<file path="src/hdl/mfce_pkg.sv">
`timescale 1ns / 1ps
// Shared types, codes and constant tables of the motion and feeder command engine.
// No dependencies.
package mfce_pkg;

    localparam int AXIS_SLOTS_DEF   = 3;
    localparam int FEEDER_COUNT_DEF = 20;
    localparam int SLOT_MAX_W       = 3;
    localparam int CFG_SLOTS        = 3;
    localparam int QUEUE_DEPTH      = 4;

    localparam int CURVE_POINTS = 9;
    localparam int SEG_W        = $clog2(CURVE_POINTS);
    localparam int SPAN_W       = 7;

    localparam logic [15:0] CURVE_RPM [CURVE_POINTS] =
        '{16'd0, 16'd50, 16'd100, 16'd200, 16'd300, 16'd400, 16'd500, 16'd600, 16'd700};
    localparam logic [7:0] CURVE_PWM [CURVE_POINTS] =
        '{8'd0, 8'd20, 8'd40, 8'd80, 8'd120, 8'd160, 8'd200, 8'd230, 8'd255};
    // rise / span of each segment as a 0.16 fraction, rounded up
    localparam logic [15:0] CURVE_MUL [CURVE_POINTS] =
        '{16'd0, 16'd26215, 16'd26215, 16'd26215, 16'd26215, 16'd26215, 16'd19661,
          16'd16384, 16'd0};

    localparam logic [7:0]  ID_RESET  [CFG_SLOTS] = '{8'd2, 8'd3, 8'd4};
    localparam logic [15:0] SPM_RESET [CFG_SLOTS] = '{16'd800, 16'd500, 16'd500};
    localparam logic [7:0]  ID_RESET_EXTRA  = 8'd255;
    localparam logic [15:0] SPM_RESET_EXTRA = 16'd500;

    typedef enum logic [2:0] {
        CMD_MOVE  = 3'd0,
        CMD_HOME  = 3'd1,
        CMD_START = 3'd2,
        CMD_STOP  = 3'd3,
        CMD_SPEED = 3'd4,
        CMD_DIR   = 3'd5,
        CMD_HALT  = 3'd6,
        CMD_ECHO  = 3'd7
    } t_cmd;

    typedef enum logic [2:0] {
        REG_ID0  = 3'd0,
        REG_ID1  = 3'd1,
        REG_ID2  = 3'd2,
        REG_SPM0 = 3'd3,
        REG_SPM1 = 3'd4,
        REG_SPM2 = 3'd5
    } t_reg;

    typedef struct packed {
        logic                    ack;
        t_cmd                    code;
        logic [7:0]              arg_one;
        logic [7:0]              arg_two;
        logic                    drive;
        logic [4:0]              feeder;
        logic [7:0]              pwm;
        logic                    stop;
        logic                    is_move;
        logic                    is_home;
        logic [SLOT_MAX_W-1:0]   slot;
        logic signed [31:0]      target;
    } t_item;

    typedef struct packed {
        logic               ack_valid;
        logic [2:0]         ack_code;
        logic [7:0]         ack_arg_one;
        logic [7:0]         ack_arg_two;
        logic               drive_valid;
        logic [4:0]         drive_feeder;
        logic [7:0]         drive_pwm;
        logic               all_stop;
        logic               step_valid;
        logic [1:0]         step_slot;
        logic signed [31:0] step_count;
    } t_result;

endpackage

</file>
<file path="src/hdl/mfce_front.sv">
`timescale 1ns / 1ps
// Front end: accepts command words, matches axis slots, checks feeder range, maps rpm to duty.
// Depends on mfce_pkg.
module mfce_front #(
    parameter int AXIS_SLOTS   = mfce_pkg::AXIS_SLOTS_DEF,
    parameter int FEEDER_COUNT = mfce_pkg::FEEDER_COUNT_DEF
) (
    input  logic                i_clk,
    input  logic                i_rst_n,
    input  logic [7:0]          i_axis_id [AXIS_SLOTS],
    input  logic                i_valid,
    output logic                o_ready,
    input  logic [3:0]          i_req_type,
    input  logic [7:0]          i_channel,
    input  logic [15:0]         i_speed_rpm,
    input  logic [7:0]          i_direction_code,
    input  logic signed [31:0]  i_target_pos,
    output logic                o_push_valid,
    input  logic                i_push_ready,
    output mfce_pkg::t_item     o_push_item
);
    import mfce_pkg::*;

    localparam logic [8:0] FEED_LIMIT = 9'(FEEDER_COUNT);

    logic                  r_valid;
    t_item                 r_item;
    t_item                 n_item;
    logic                  hit;
    logic [SLOT_MAX_W-1:0] hit_slot;
    logic                  feeder_ok;
    logic [SEG_W-1:0]      seg;
    logic [15:0]           seg_off;
    logic [SPAN_W-1:0]     span_off;
    logic [22:0]           frac_prod;
    logic [7:0]            seg_pwm;
    logic [7:0]            duty;
    logic                  accept;

    assign o_ready      = !r_valid || i_push_ready;
    assign accept       = i_valid && o_ready;
    assign o_push_valid = r_valid;
    assign o_push_item  = r_item;

    always_comb begin
        hit      = 1'b0;
        hit_slot = '0;
        for (int s = AXIS_SLOTS - 1; s >= 0; s--) begin
            if (i_axis_id[s] == i_channel) begin
                hit      = 1'b1;
                hit_slot = SLOT_MAX_W'(s);
            end
        end
    end

    assign feeder_ok = {1'b0, i_channel} < FEED_LIMIT;

    always_comb begin
        seg = '0;
        for (int k = CURVE_POINTS - 2; k >= 1; k--) begin
            if (i_speed_rpm <= CURVE_RPM[k + 1]) begin
                seg = SEG_W'(k);
            end
        end
        seg_off   = i_speed_rpm - CURVE_RPM[seg];
        span_off  = seg_off[SPAN_W-1:0];
        frac_prod = 23'(span_off) * 23'(CURVE_MUL[seg]);
        seg_pwm   = CURVE_PWM[seg] + 8'(frac_prod[22:16]);
        priority if (i_speed_rpm == '0) begin
            duty = '0;
        end else if (i_speed_rpm <= CURVE_RPM[1]) begin
            duty = CURVE_PWM[1];
        end else if (i_speed_rpm >= CURVE_RPM[CURVE_POINTS - 1]) begin
            duty = CURVE_PWM[CURVE_POINTS - 1];
        end else begin
            duty = seg_pwm;
        end
    end

    always_comb begin
        n_item = '0;
        if (!i_req_type[3]) begin
            unique case (t_cmd'(i_req_type[2:0]))
                CMD_MOVE, CMD_HOME: begin
                    if (hit) begin
                        n_item.ack     = 1'b1;
                        n_item.code    = t_cmd'(i_req_type[2:0]);
                        n_item.arg_one = i_channel;
                        n_item.slot    = hit_slot;
                        n_item.target  = i_target_pos;
                        n_item.is_move = (i_req_type[2:0] == CMD_MOVE);
                        n_item.is_home = (i_req_type[2:0] == CMD_HOME);
                    end
                end
                CMD_START, CMD_SPEED: begin
                    if (feeder_ok) begin
                        n_item.ack     = 1'b1;
                        n_item.code    = t_cmd'(i_req_type[2:0]);
                        n_item.arg_one = i_channel;
                        n_item.arg_two = duty;
                        n_item.drive   = 1'b1;
                        n_item.feeder  = i_channel[4:0];
                        n_item.pwm     = duty;
                    end
                end
                CMD_STOP: begin
                    if (feeder_ok) begin
                        n_item.ack     = 1'b1;
                        n_item.code    = CMD_STOP;
                        n_item.arg_one = i_channel;
                        n_item.drive   = 1'b1;
                        n_item.feeder  = i_channel[4:0];
                    end
                end
                CMD_DIR: begin
                    if (feeder_ok) begin
                        n_item.ack     = 1'b1;
                        n_item.code    = CMD_DIR;
                        n_item.arg_one = i_channel;
                        n_item.arg_two = i_direction_code;
                    end
                end
                CMD_HALT: begin
                    n_item.stop = 1'b1;
                end
                CMD_ECHO: begin
                    n_item.ack  = 1'b1;
                    n_item.code = CMD_ECHO;
                end
            endcase
        end
    end

    always_ff @(posedge i_clk) begin
        if (!i_rst_n) begin
            r_valid <= 1'b0;
        end else if (o_ready) begin
            r_valid <= i_valid;
        end
    end

    always_ff @(posedge i_clk) begin
        if (accept) begin
            r_item <= n_item;
        end
    end

endmodule

</file>
<file path="src/hdl/mfce_queue.sv">
`timescale 1ns / 1ps
// Short word queue between the front end and the execution back end.
// Depends on mfce_pkg.
module mfce_queue #(
    parameter int DEPTH = mfce_pkg::QUEUE_DEPTH
) (
    input  logic            i_clk,
    input  logic            i_rst_n,
    input  logic            i_push_valid,
    output logic            o_push_ready,
    input  mfce_pkg::t_item i_push_item,
    output logic            o_pop_valid,
    input  logic            i_pop_ready,
    output mfce_pkg::t_item o_pop_item
);
    import mfce_pkg::*;

    localparam int PTR_W = (DEPTH > 1) ? $clog2(DEPTH) : 1;
    localparam int CNT_W = $clog2(DEPTH + 1);

    t_item             r_mem [DEPTH];
    logic [PTR_W-1:0]  r_wr_ptr;
    logic [PTR_W-1:0]  r_rd_ptr;
    logic [CNT_W-1:0]  r_count;
    logic [PTR_W-1:0]  n_wr_ptr;
    logic [PTR_W-1:0]  n_rd_ptr;
    logic [CNT_W-1:0]  n_count;
    logic              push;
    logic              pop;

    assign o_push_ready = (r_count != CNT_W'(DEPTH));
    assign o_pop_valid  = (r_count != '0);
    assign o_pop_item   = r_mem[r_rd_ptr];
    assign push         = i_push_valid && o_push_ready;
    assign pop          = o_pop_valid && i_pop_ready;

    always_comb begin
        n_wr_ptr = r_wr_ptr;
        n_rd_ptr = r_rd_ptr;
        n_count  = r_count;
        if (push) begin
            n_wr_ptr = (r_wr_ptr == PTR_W'(DEPTH - 1)) ? '0 : r_wr_ptr + 1'b1;
        end
        if (pop) begin
            n_rd_ptr = (r_rd_ptr == PTR_W'(DEPTH - 1)) ? '0 : r_rd_ptr + 1'b1;
        end
        if (push && !pop) begin
            n_count = r_count + 1'b1;
        end else if (pop && !push) begin
            n_count = r_count - 1'b1;
        end
    end

    always_ff @(posedge i_clk) begin
        if (!i_rst_n) begin
            r_wr_ptr <= '0;
            r_rd_ptr <= '0;
            r_count  <= '0;
        end else begin
            r_wr_ptr <= n_wr_ptr;
            r_rd_ptr <= n_rd_ptr;
            r_count  <= n_count;
        end
    end

    always_ff @(posedge i_clk) begin
        if (push) begin
            r_mem[r_wr_ptr] <= i_push_item;
        end
    end

endmodule

</file>
<file path="src/hdl/mfce_back.sv">
`timescale 1ns / 1ps
// Back end: axis position store, step count multiply, saturation and the result register.
// Depends on mfce_pkg.
module mfce_back #(
    parameter int AXIS_SLOTS = mfce_pkg::AXIS_SLOTS_DEF
) (
    input  logic              i_clk,
    input  logic              i_rst_n,
    input  logic [15:0]       i_axis_spm [AXIS_SLOTS],
    input  logic              i_head_valid,
    output logic              o_head_ready,
    input  mfce_pkg::t_item   i_head,
    output logic              o_res_valid,
    input  logic              i_res_ready,
    output mfce_pkg::t_result o_res
);
    import mfce_pkg::*;

    localparam int SLOT_W = (AXIS_SLOTS > 1) ? $clog2(AXIS_SLOTS) : 1;

    logic signed [31:0] r_pos [AXIS_SLOTS];
    logic               r_s1_valid;
    t_item              r_s1;
    logic               r_s1_neg;
    logic [31:0]        r_s1_q;
    logic               r_out_valid;
    t_result            r_out;
    t_result            n_out;

    logic               s_adv;
    logic               pop;
    logic [SLOT_W-1:0]  slot_idx;
    logic [32:0]        delta;
    logic [32:0]        mag;
    logic [47:0]        prod;
    logic [31:0]        q;
    logic [31:0]        q_sat;

    assign s_adv        = !r_out_valid || i_res_ready;
    assign o_head_ready = !r_s1_valid || s_adv;
    assign pop          = i_head_valid && o_head_ready;
    assign slot_idx     = i_head.slot[SLOT_W-1:0];

    always_comb begin
        delta = {i_head.target[31], i_head.target} - {r_pos[slot_idx][31], r_pos[slot_idx]};
        mag   = delta[32] ? (~delta + 33'd1) : delta;
        prod  = 48'(mag[31:0]) * 48'(i_axis_spm[slot_idx]);
        q     = prod[47:16];
    end

    always_ff @(posedge i_clk) begin
        if (!i_rst_n) begin
            for (int s = 0; s < AXIS_SLOTS; s++) begin
                r_pos[s] <= '0;
            end
        end else if (pop && i_head.is_move && (q != '0)) begin
            r_pos[slot_idx] <= i_head.target;
        end else if (pop && i_head.is_home) begin
            r_pos[slot_idx] <= '0;
        end
    end

    always_ff @(posedge i_clk) begin
        if (!i_rst_n) begin
            r_s1_valid <= 1'b0;
        end else if (o_head_ready) begin
            r_s1_valid <= i_head_valid;
        end
    end

    always_ff @(posedge i_clk) begin
        if (pop) begin
            r_s1     <= i_head;
            r_s1_neg <= delta[32];
            r_s1_q   <= q;
        end
    end

    always_comb begin
        if (r_s1_neg) begin
            q_sat = (r_s1_q > 32'h8000_0000) ? 32'h8000_0000 : r_s1_q;
        end else begin
            q_sat = (r_s1_q > 32'h7FFF_FFFF) ? 32'h7FFF_FFFF : r_s1_q;
        end
        n_out              = '0;
        n_out.ack_valid    = r_s1.ack;
        n_out.ack_code     = r_s1.code;
        n_out.ack_arg_one  = r_s1.arg_one;
        n_out.ack_arg_two  = r_s1.arg_two;
        n_out.drive_valid  = r_s1.drive;
        n_out.drive_feeder = r_s1.feeder;
        n_out.drive_pwm    = r_s1.pwm;
        n_out.all_stop     = r_s1.stop;
        if (r_s1.is_move) begin
            n_out.step_valid = 1'b1;
            n_out.step_slot  = 2'(r_s1.slot);
            n_out.step_count = r_s1_neg ? -q_sat : q_sat;
        end
    end

    always_ff @(posedge i_clk) begin
        if (!i_rst_n) begin
            r_out_valid <= 1'b0;
        end else if (s_adv) begin
            r_out_valid <= r_s1_valid;
        end
    end

    always_ff @(posedge i_clk) begin
        if (s_adv && r_s1_valid) begin
            r_out <= n_out;
        end
    end

    assign o_res_valid = r_out_valid;
    assign o_res       = r_out;

    a_stage_moves: assert property (@(posedge i_clk) disable iff (!i_rst_n)
        r_s1_valid && s_adv |=> r_out_valid)
        else $error("stage word lost on advance");

    a_one_action: assert property (@(posedge i_clk) disable iff (!i_rst_n)
        r_out_valid |-> $onehot0({r_out.step_valid, r_out.drive_valid, r_out.all_stop}))
        else $error("result carries more than one action");

    a_stop_silent: assert property (@(posedge i_clk) disable iff (!i_rst_n)
        r_out_valid && r_out.all_stop |-> !r_out.ack_valid)
        else $error("estop result acknowledged");

    a_step_acked: assert property (@(posedge i_clk) disable iff (!i_rst_n)
        r_out_valid && r_out.step_valid |-> r_out.ack_valid && (r_out.ack_code == CMD_MOVE))
        else $error("step count without move acknowledgement");

    a_home_clears: assert property (@(posedge i_clk) disable iff (!i_rst_n)
        pop && i_head.is_home |=> r_pos[$past(slot_idx)] == '0)
        else $error("home did not clear position");

endmodule

</file>
<file path="src/hdl/motion_feeder_command_engine.sv">
`timescale 1ns / 1ps
// Top level of the motion and feeder command engine: configuration registers and the
// front end, queue and back end. Depends on mfce_pkg, mfce_front, mfce_queue, mfce_back.
//
//  channel   handshake                  payload
//  cfg       i_cfg_we                   i_cfg_idx, i_cfg_wdata
//  command   i_cmd_valid / o_cmd_ready  i_req_type .. i_target_pos
//  result    o_res_valid / i_res_ready  o_ack_valid .. o_step_count
//
//  One command word per cycle sustained while results are taken; each accepted command's
//  result word passes the input register, then queue, multiply stage, result register.
//  The step multiply and the position update share one cycle, so moves to the same
//  axis follow back to back. Reset is synchronous, clears positions, restores config.
//  The queue absorbs result-side stalls; command ready drops only when the queue and
//  the input register are both full.
module motion_feeder_command_engine #(
    parameter int AXIS_SLOTS   = mfce_pkg::AXIS_SLOTS_DEF,
    parameter int FEEDER_COUNT = mfce_pkg::FEEDER_COUNT_DEF
) (
    input  logic               i_clk,
    input  logic               i_rst_n,
    input  logic               i_cfg_we,
    input  logic [2:0]         i_cfg_idx,
    input  logic [15:0]        i_cfg_wdata,
    input  logic               i_cmd_valid,
    output logic               o_cmd_ready,
    input  logic [3:0]         i_req_type,
    input  logic [7:0]         i_channel,
    input  logic [15:0]        i_speed_rpm,
    input  logic [7:0]         i_direction_code,
    input  logic signed [31:0] i_target_pos,
    output logic               o_res_valid,
    input  logic               i_res_ready,
    output logic               o_ack_valid,
    output logic [2:0]         o_ack_code,
    output logic [7:0]         o_ack_arg_one,
    output logic [7:0]         o_ack_arg_two,
    output logic               o_drive_valid,
    output logic [4:0]         o_drive_feeder,
    output logic [7:0]         o_drive_pwm,
    output logic               o_all_stop,
    output logic               o_step_valid,
    output logic [1:0]         o_step_slot,
    output logic signed [31:0] o_step_count
);
    import mfce_pkg::*;

    logic [7:0]  axis_id  [AXIS_SLOTS];
    logic [15:0] axis_spm [AXIS_SLOTS];

    logic    push_valid;
    logic    push_ready;
    t_item   push_item;
    logic    head_valid;
    logic    head_ready;
    t_item   head_item;
    t_result res;

    for (genvar g = 0; g < AXIS_SLOTS; g++) begin : g_slot
        if (g < CFG_SLOTS) begin : g_cfg
            localparam logic [2:0] ID_IDX  = 3'(REG_ID0) + 3'(g);
            localparam logic [2:0] SPM_IDX = 3'(REG_SPM0) + 3'(g);
            logic [7:0]  r_id;
            logic [15:0] r_spm;
            always_ff @(posedge i_clk) begin
                if (!i_rst_n) begin
                    r_id  <= ID_RESET[g];
                    r_spm <= SPM_RESET[g];
                end else if (i_cfg_we) begin
                    if (i_cfg_idx == ID_IDX) begin
                        r_id <= i_cfg_wdata[7:0];
                    end
                    if (i_cfg_idx == SPM_IDX) begin
                        r_spm <= i_cfg_wdata;
                    end
                end
            end
            assign axis_id[g]  = r_id;
            assign axis_spm[g] = r_spm;
        end else begin : g_fixed
            assign axis_id[g]  = ID_RESET_EXTRA;
            assign axis_spm[g] = SPM_RESET_EXTRA;
        end
    end

    mfce_front #(
        .AXIS_SLOTS   (AXIS_SLOTS),
        .FEEDER_COUNT (FEEDER_COUNT)
    ) u_front (
        .i_clk            (i_clk),
        .i_rst_n          (i_rst_n),
        .i_axis_id        (axis_id),
        .i_valid          (i_cmd_valid),
        .o_ready          (o_cmd_ready),
        .i_req_type       (i_req_type),
        .i_channel        (i_channel),
        .i_speed_rpm      (i_speed_rpm),
        .i_direction_code (i_direction_code),
        .i_target_pos     (i_target_pos),
        .o_push_valid     (push_valid),
        .i_push_ready     (push_ready),
        .o_push_item      (push_item)
    );

    mfce_queue #(
        .DEPTH (QUEUE_DEPTH)
    ) u_queue (
        .i_clk        (i_clk),
        .i_rst_n      (i_rst_n),
        .i_push_valid (push_valid),
        .o_push_ready (push_ready),
        .i_push_item  (push_item),
        .o_pop_valid  (head_valid),
        .i_pop_ready  (head_ready),
        .o_pop_item   (head_item)
    );

    mfce_back #(
        .AXIS_SLOTS (AXIS_SLOTS)
    ) u_back (
        .i_clk        (i_clk),
        .i_rst_n      (i_rst_n),
        .i_axis_spm   (axis_spm),
        .i_head_valid (head_valid),
        .o_head_ready (head_ready),
        .i_head       (head_item),
        .o_res_valid  (o_res_valid),
        .i_res_ready  (i_res_ready),
        .o_res        (res)
    );

    assign o_ack_valid    = res.ack_valid;
    assign o_ack_code     = res.ack_code;
    assign o_ack_arg_one  = res.ack_arg_one;
    assign o_ack_arg_two  = res.ack_arg_two;
    assign o_drive_valid  = res.drive_valid;
    assign o_drive_feeder = res.drive_feeder;
    assign o_drive_pwm    = res.drive_pwm;
    assign o_all_stop     = res.all_stop;
    assign o_step_valid   = res.step_valid;
    assign o_step_slot    = res.step_slot;
    assign o_step_count   = res.step_count;

endmodule
</file>
<file path="config.mk">
export PLATFORM = sky130hd
export DESIGN_NAME = motion_feeder_command_engine
export DESIGN_NICKNAME = d
export VERILOG_FILES = /design/src/hdl/mfce_pkg.sv /design/src/hdl/mfce_front.sv /design/src/hdl/mfce_queue.sv /design/src/hdl/mfce_back.sv /design/src/hdl/motion_feeder_command_engine.sv
export SDC_FILE = /design/constraint.sdc
export NUM_CORES = 2
export LEC_CHECK = 0
export ABC_CLOCK_PERIOD_IN_PS = 33600
export CAP_MARGIN = 20
export CELL_PAD_IN_SITES_DETAIL_PLACEMENT = 1
export CELL_PAD_IN_SITES_GLOBAL_PLACEMENT = 1
export CORE_MARGIN = 4
export CORE_UTILIZATION = 50
export DETAILED_ROUTE_END_ITERATION = 12
export DONT_BUFFER_PORTS = 1
export PLACE_DENSITY_LB_ADDON = 0.1
export RECOVER_POWER = 100
export REMOVE_ABC_BUFFERS = 1
export SETUP_SLACK_MARGIN = 0.1
export SLEW_MARGIN = 20
export SYNTH_ARGS = -nofsm -noshare
export SYNTH_HDL_FRONTEND = slang
export SYNTH_SLANG_ARGS = --single-unit
</file>
<file path="constraint.sdc">
create_clock -name i_clk -period 33.6 [get_ports i_clk]
set_input_delay 6.72 -clock i_clk [delete_from_list [all_inputs] [get_ports i_clk]]
set_output_delay 6.72 -clock i_clk [all_outputs]
set_load 0.005 [all_outputs]
</file>
# == Yosys cells after proc, flatten, opt, wreduce, memory -nomap -nowiden ==
# Memories as Yosys holds them, arrays and structs flattened. A register that Yosys moved wholly into a read port is not among the register bits.
# Cells that the tools add are included.
# totals
elab_cells,200
ram_bits,380
n_memories,5
in_bits,92
mem_bits_ro,640
output_inout_bits,72
ff_bits,294
# op_classes
reduce_logical,36
bitwise,8
n_eq_ne,18
n_addsub,9
mul,2
muxes,60
n_lt_le_gt_ge,14
# memory_table
name,depth,word_bits,read_ports,rd_ports_with_merged_regs,write_ports,line_no,source
u_queue.r_mem,4,71,1,1,1,mfce_queue.sv:21,t_item r_mem [DEPTH];
(name not given),16,16,1,0,0,mfce_front.sv:65,seg_off = i_speed_rpm - CURVE_RPM[seg];
(name not given),16,16,1,0,0,mfce_front.sv:67,frac_prod = 23'(span_off) * 23'(CURVE_MUL[seg]);
(name not given),16,8,1,0,0,mfce_front.sv:68,seg_pwm = CURVE_PWM[seg] + 8'(frac_prod[22:16]);
u_back.r_pos,3,32,1,0,3,mfce_back.sv:21,logic signed [31:0] r_pos [AXIS_SLOTS];
# op_table
cell,count
$mux 32,7
$mux 16,4
$le 16x9->1 const B,3
$mul 32x16->48,1
$mux 8,5
$mux 35,1
$mux 34,1
$sub 32x32->33,1
$add 32x1->32 const B,1
$bmux 16 s2,1
$gt 32x31->1 const B,1
$gt 32x32->1 const B,1
$le 16x10->1 const B,2
$neg 32->32,1
$not 32->32,1
$pmux 8 s4,1
$reduce_bool 32->1,1
$reduce_or 32->1,1
$mux 3,9
$eq 8x8->1,3
$mux 12,2
$mul 7x16->23,1
$mux 20,1
$pmux 4 s5,1
39 further kinds,96

# == Logic depth before layout (Yosys ltp) ==
# depth
ltp_word,20
mapped_depth,53
mapped_depth_nobuf,51

# == Cells and area by module ==
# From an unflattened synthesis, not the netlist that was laid out.
# hier_totals
hier_cells,4940
area_unflattened_um2,52497.8
# modules_own_cells
mod,cells_per_inst,seq_area_each_um2,area_per_inst_um2,n_inst
mfce_back,3654,8117.8,32829.0,1
mfce_queue,427,8828.5,10850.4,1
mfce_front,592,2152.1,6052.1,1
motion_feeder_command_engine,267,1441.4,2766.4,1

# == Worst setup path after synthesis ==
# Ideal clock, no wire load.
# synth_path
kind,input to register
startpoint,input i_speed_rpm[13]
endpoint,"register u_front.r_item, in the netlist u_front.o_push_item[59] (data pin)"
setup_slack_ps,17675
stages,48
setup_ps,266
required_time_ps,33334
t_arrival_ps,15658
n_path_buf,0
path_cell_list,nor4_1 > nand2_1 > o211ai_1 > nand2b_1 > a21oi_1 > o21bai_1 > a21oi_1 > nor2_1 > nor2_1 > o21ai_0 > inv_1 > ha_1 > nor2_1 > nor2_1 > inv_1 > ha_1 > nor2b_1 > o21ai_0 > [12 not listed] > inv_1 > ha_1 > nand4_1 > nor2_1 > a211oi_1 > o41a_1 > o21ai_0 > a221o_1 > a31oi_1 > xnor2_1 > fa_1 > a21o_1 > a21oi_1 > o21bai_1 > a21oi_1 > xnor2_1 > o21ai_0 > a21oi_1
# synth_between
elab_chain_cells,20
elab_cells_between_ends,35
classes_between,add/sub: 2; mul: 1; order compare: 9; mux: 18; bitwise: 1; reduce/logical: 1; memory: 3
# synth_lines
element,line_no,source
"start, declared",motion_feeder_command_engine.sv:29,"input logic [15:0] i_speed_rpm,"
$le 16x10->1,mfce_front.sv:61,if (i_speed_rpm <= CURVE_RPM[k + 1]) begin
$mux 3 (7 in a row),mfce_front.sv:61,
$not 3->5 (implied by the code),"mfce_front.sv:65, mfce_front.sv:67, mfce_front.sv:68",
$mem_v2 16x16,-,
$mux 7 (implied by the code) (2 in a row),mfce_front.sv:65,
$sub 7x7->7,mfce_front.sv:65,
$mul 7x16->23,mfce_front.sv:67,
$add 8x7->8,mfce_front.sv:68,
$mux 8,mfce_front.sv:73,end else if (i_speed_rpm >= CURVE_RPM[CURVE_POINTS - 1]) begin
$mux 8,mfce_front.sv:71,end else if (i_speed_rpm <= CURVE_RPM[1]) begin
$mux 8 *,mfce_front.sv:69,priority if (i_speed_rpm == '0) begin
$mux 34 *,mfce_front.sv:96,if (feeder_ok) begin
$pmux 8 s2 *,mfce_front.sv:83,unique case (t_cmd'(i_req_type[2:0]))
"end signal, assigned",mfce_front.sv:144,r_item <= n_item;
"end, declared",mfce_front.sv:27,t_item r_item;
# Every way passes the cells marked *; elsewhere a longest branch is shown, timed or not. The select of a mux whose other input is x is not followed.
# A chain may end at the register's enable or synchronous reset.

==> impl_results.md <==
- R2R depth: 39
- DRC viols: 0
- Run status: finished with violations
- EDFF count, synth: 624
- Num ports: 164
- Simple-Gate Fraction of Synth Area: 14.44%
- Hold Path Sink: u_back.o_res[50]
- Clk sinks: 708
- Critical path class: reg -> reg
- Final hold vios: 0
- RSZ-0062 raised after global routing: no
- Tot GR Track Use: 27.79%
- Post-synthesis mux area share: 5.202%
- Area delta synth->final: 7.800%
- Min Tclk post-route: 21.29 ns
- DRT iter0 DRCs: 2434
- Crit path DAT: 21.24 ns
- Largest fanout on the critical path: 41
- Reg-to-Reg End: u_back.r_pos[2][0]
- Worst path slowest cell: dfxtp_1
- Netlist cell types: 90
- Storage element area: 0.02042 sq mm
- Max_slew headroom: -197.0%
- WP data required: 33.56 ns
- Worst path most repeated cell: fa_1
- HPWL Detailed: 108.9 mm
- Critical path endpoint category: register
- Cts repair resizes: 0
- Maximum clock rate: 0.04698 GHz
- Setup violators final: 0
- Top FF cell, synth: edfxtp_1
- Vias in the first global route: 38450
- Initial Util: 50.65%
- YS warnings: 0
- Hold Buf Count CTS: 0
- Vias per cell: 5.848
- Ys async rst share: 0%
- 1st-pass router iterations: 6
- Syn Std Cell Area: 0.05095 sq mm
- FF+latch count, synth: 708
- Sequential area share after synthesis: ~40%
- Buffers on Ports: 0
- Die X: 327.2 um
- CTS clk-pin slew, worst paths: approximately 0.060 ns
- Clk_lat worst skew: 0.67 ns
- Max-Cap Viols: 27
- Fraction of layout cells with a size suffix above 1: 7.128%
- Gp weighted congestion: between 0.9 and 1
- Min-delay worst type: reg -> reg
- Filler cells: around 11000
- Setup Skew: around 0.054 ns
- XOR/XNOR Fraction of Synth Area: 2.458%
- H-tree Lvls: 3
- CTS tree: built
- Least-Margin Pin Slew: 4.454 ns
- Failing checks: capacitance limit, slew limit
- Largest net degree at the start of global routing: about 130
- Crit-path max cell delay: 2.42 ns
- Remaining antenna violation count after routing: 0
- Die ar.: 0.1071 sq mm
- Worst Setup Start Kind: register
- Largest family of logic cells by synthesized area: adder cells
- Compound-cell area share of the yosys netlist: 8.336%
- Final period utilization: 63.36%
- Root buf cell: clkbuf_16
- Routed wire length: 147.1 mm
- Vias: 35440
- Initial antenna violation count: 5
- Hold path depth: 0
- Hold path startpoint: u_back.n_out[50]
- Post-Synth Adder-Cell Area: 23.44%
- Die H: 327.2 um
- Number of CTS-inserted buffers: 78
- Wire length per cell: 24.28 um
- Reg2Reg Setup Slack: around 12 ns
- Max clock buf depth: 3
- Area of the multi-input gates: 0.02749 sq mm
- Post-CTS Setup Repair Bufs: 0
- Grt ovf: 0
- Final nets: 5412
- Core area: 0.1006 sq mm
- Setup tns final: 0 ns
- Row count: 116
- Syn_area_per_cell: 10.88 sq um
- Pins Over Slew Limit: ~1000
- First-pass GRT wire length: about 230 mm
- Cells after Synth: 4684
layout make-up:
cell class,instances,area share (%)
diodes,2,0.009113
clock buffers,94,3.723
clock inverters,48,0.9478
inverters,571,3.903
multi-input cells,3190,50.05
flip-flops and latches,708,37.19
well taps,1357,3.092
repair buffers,89,1.087
flip-flops by register name (all words and copies together) (netlist names), named ones only:
register	flops
u_queue.r_mem	284
u_back.r_pos	128
u_front.o_push_item	71
u_back.o_res	70
g_slot.g_cfg.r_spm	48
u_back.n_out	35
u_back.r_s1_q	32
g_slot.g_cfg.r_id	24
u_back.r_s1	3
u_queue.r_count	3
u_queue.r_rd_ptr	2
u_queue.r_wr_ptr	2
u_back.o_res_valid	1
u_back.r_s1_neg	1
u_back.r_s1_valid	1
u_front.o_push_valid	1
logic make-up after synthesis:
logic type                 after synthesis
DFF                                    708
muxes                                  135
adders and majority gates              682
buffers and inverters                  786
xor gates and xnor gates               143
AOI/OAI and AO/OA                      652
and+or+nand+nor                       1578
worst max-delay path, delay by kind of cell, from the launching register on:
family          cells  cell delay (ns)
compound gates     16             6.25
buf+inv             5             2.95
mux                 1             0.76
fa+ha+maj           8             3.88
simple gates        8             2.84
flops               1             2.42
xor+xnor            1             1.34
cells in the final DEF, fill, tap and decap left out, types with 64 or more instances in the layout:
cell type and n:
xor2_1 66, nand3_1 91, xnor2_1 77, fa_1 454, dfxtp_1 83, nor3_1 87
and3_1 117, a21oi_1 187, and2_0 79, inv_1 569, o21ai_0 126, nand2_1 594
nor2_1 367, a21boi_0 64, mux4_2 102, ha_1 228, clkbuf_16 79, edfxtp_1 624
buf_4 70
cells in the mapped netlist, types with 54 or more instances:
cell / instances / area (sq um)
a21boi_0: 63 / 473.0
clkbuf_1: 169 / 634.4
fa_1: 454 / 9089
o21ai_0: 129 / 645.6
a21o_1: 54 / 405.4
nand3_1: 91 / 455.4
dfxtp_1: 84 / 1682
inv_1: 568 / 2132
and3_1: 117 / 732.0
nand2_1: 594 / 2230
nor3_1: 88 / 440.4
a21oi_1: 188 / 940.9
and2_1: 136 / 850.8
edfxtp_1: 624 / 18740
xnor2_1: 77 / 674.4
nor2_1: 368 / 1381
ha_1: 228 / 2853
xor2_1: 66 / 578.1
mux4_2: 102 / 2297
metrics by stage:
step | instance area [sq um] | setup slack, ns | hold WS, ns | std cells | util, %
floorplan | 50010 | 15.99 | 0.4003 | 4469 | -
detailed placement | 52530 | 15.78 | 0.4059 | 5915 | 52.22
global route | 54920 | 10.58 | 0.4192 | 6058 | 54.60
global placement | 52530 | 16.38 | 0.4018 | 5915 | 52.22
CTS | 55090 | 16.43 | 0.4088 | 6057 | 54.77
finish | 54920 | 12.31 | 0.4065 | 6059 | 54.60
routing by layer:
layer | share of wire (%) | routed length (um) | global-route usage (%)
met1 | 41 | 60260 | 35.46
met2 | 51 | 74910 | 49.04
met3 | 4.8 | 7044 | 3.806
met4 | 3.3 | 4912 | 9.220
met5 | 0.012 | 17 | 0
how the worst max path moves through the flow:
stage / end / from / cells after the start / slack (ns)
3_5_place_dp: u_front.o_push_item[59] / i_speed_rpm[13] / 43 / 15.78
5_1_grt: u_back.r_pos[0][22] / register / 38 / 10.58
6_report: u_back.r_pos[2][0] / register / 39 / 12.31
3_3_place_gp: u_front.o_push_item[59] / i_speed_rpm[13] / 43 / 16.38
2_1_floorplan: u_back.r_pos[1][0] / register / 39 / 15.99
4_1_cts: u_front.o_push_item[59] / i_speed_rpm[13] / 43 / 16.43
Power is left out: the tool's default activity adds up to more than one toggle a clock period on the data nets, which glitch-free logic cannot reach.
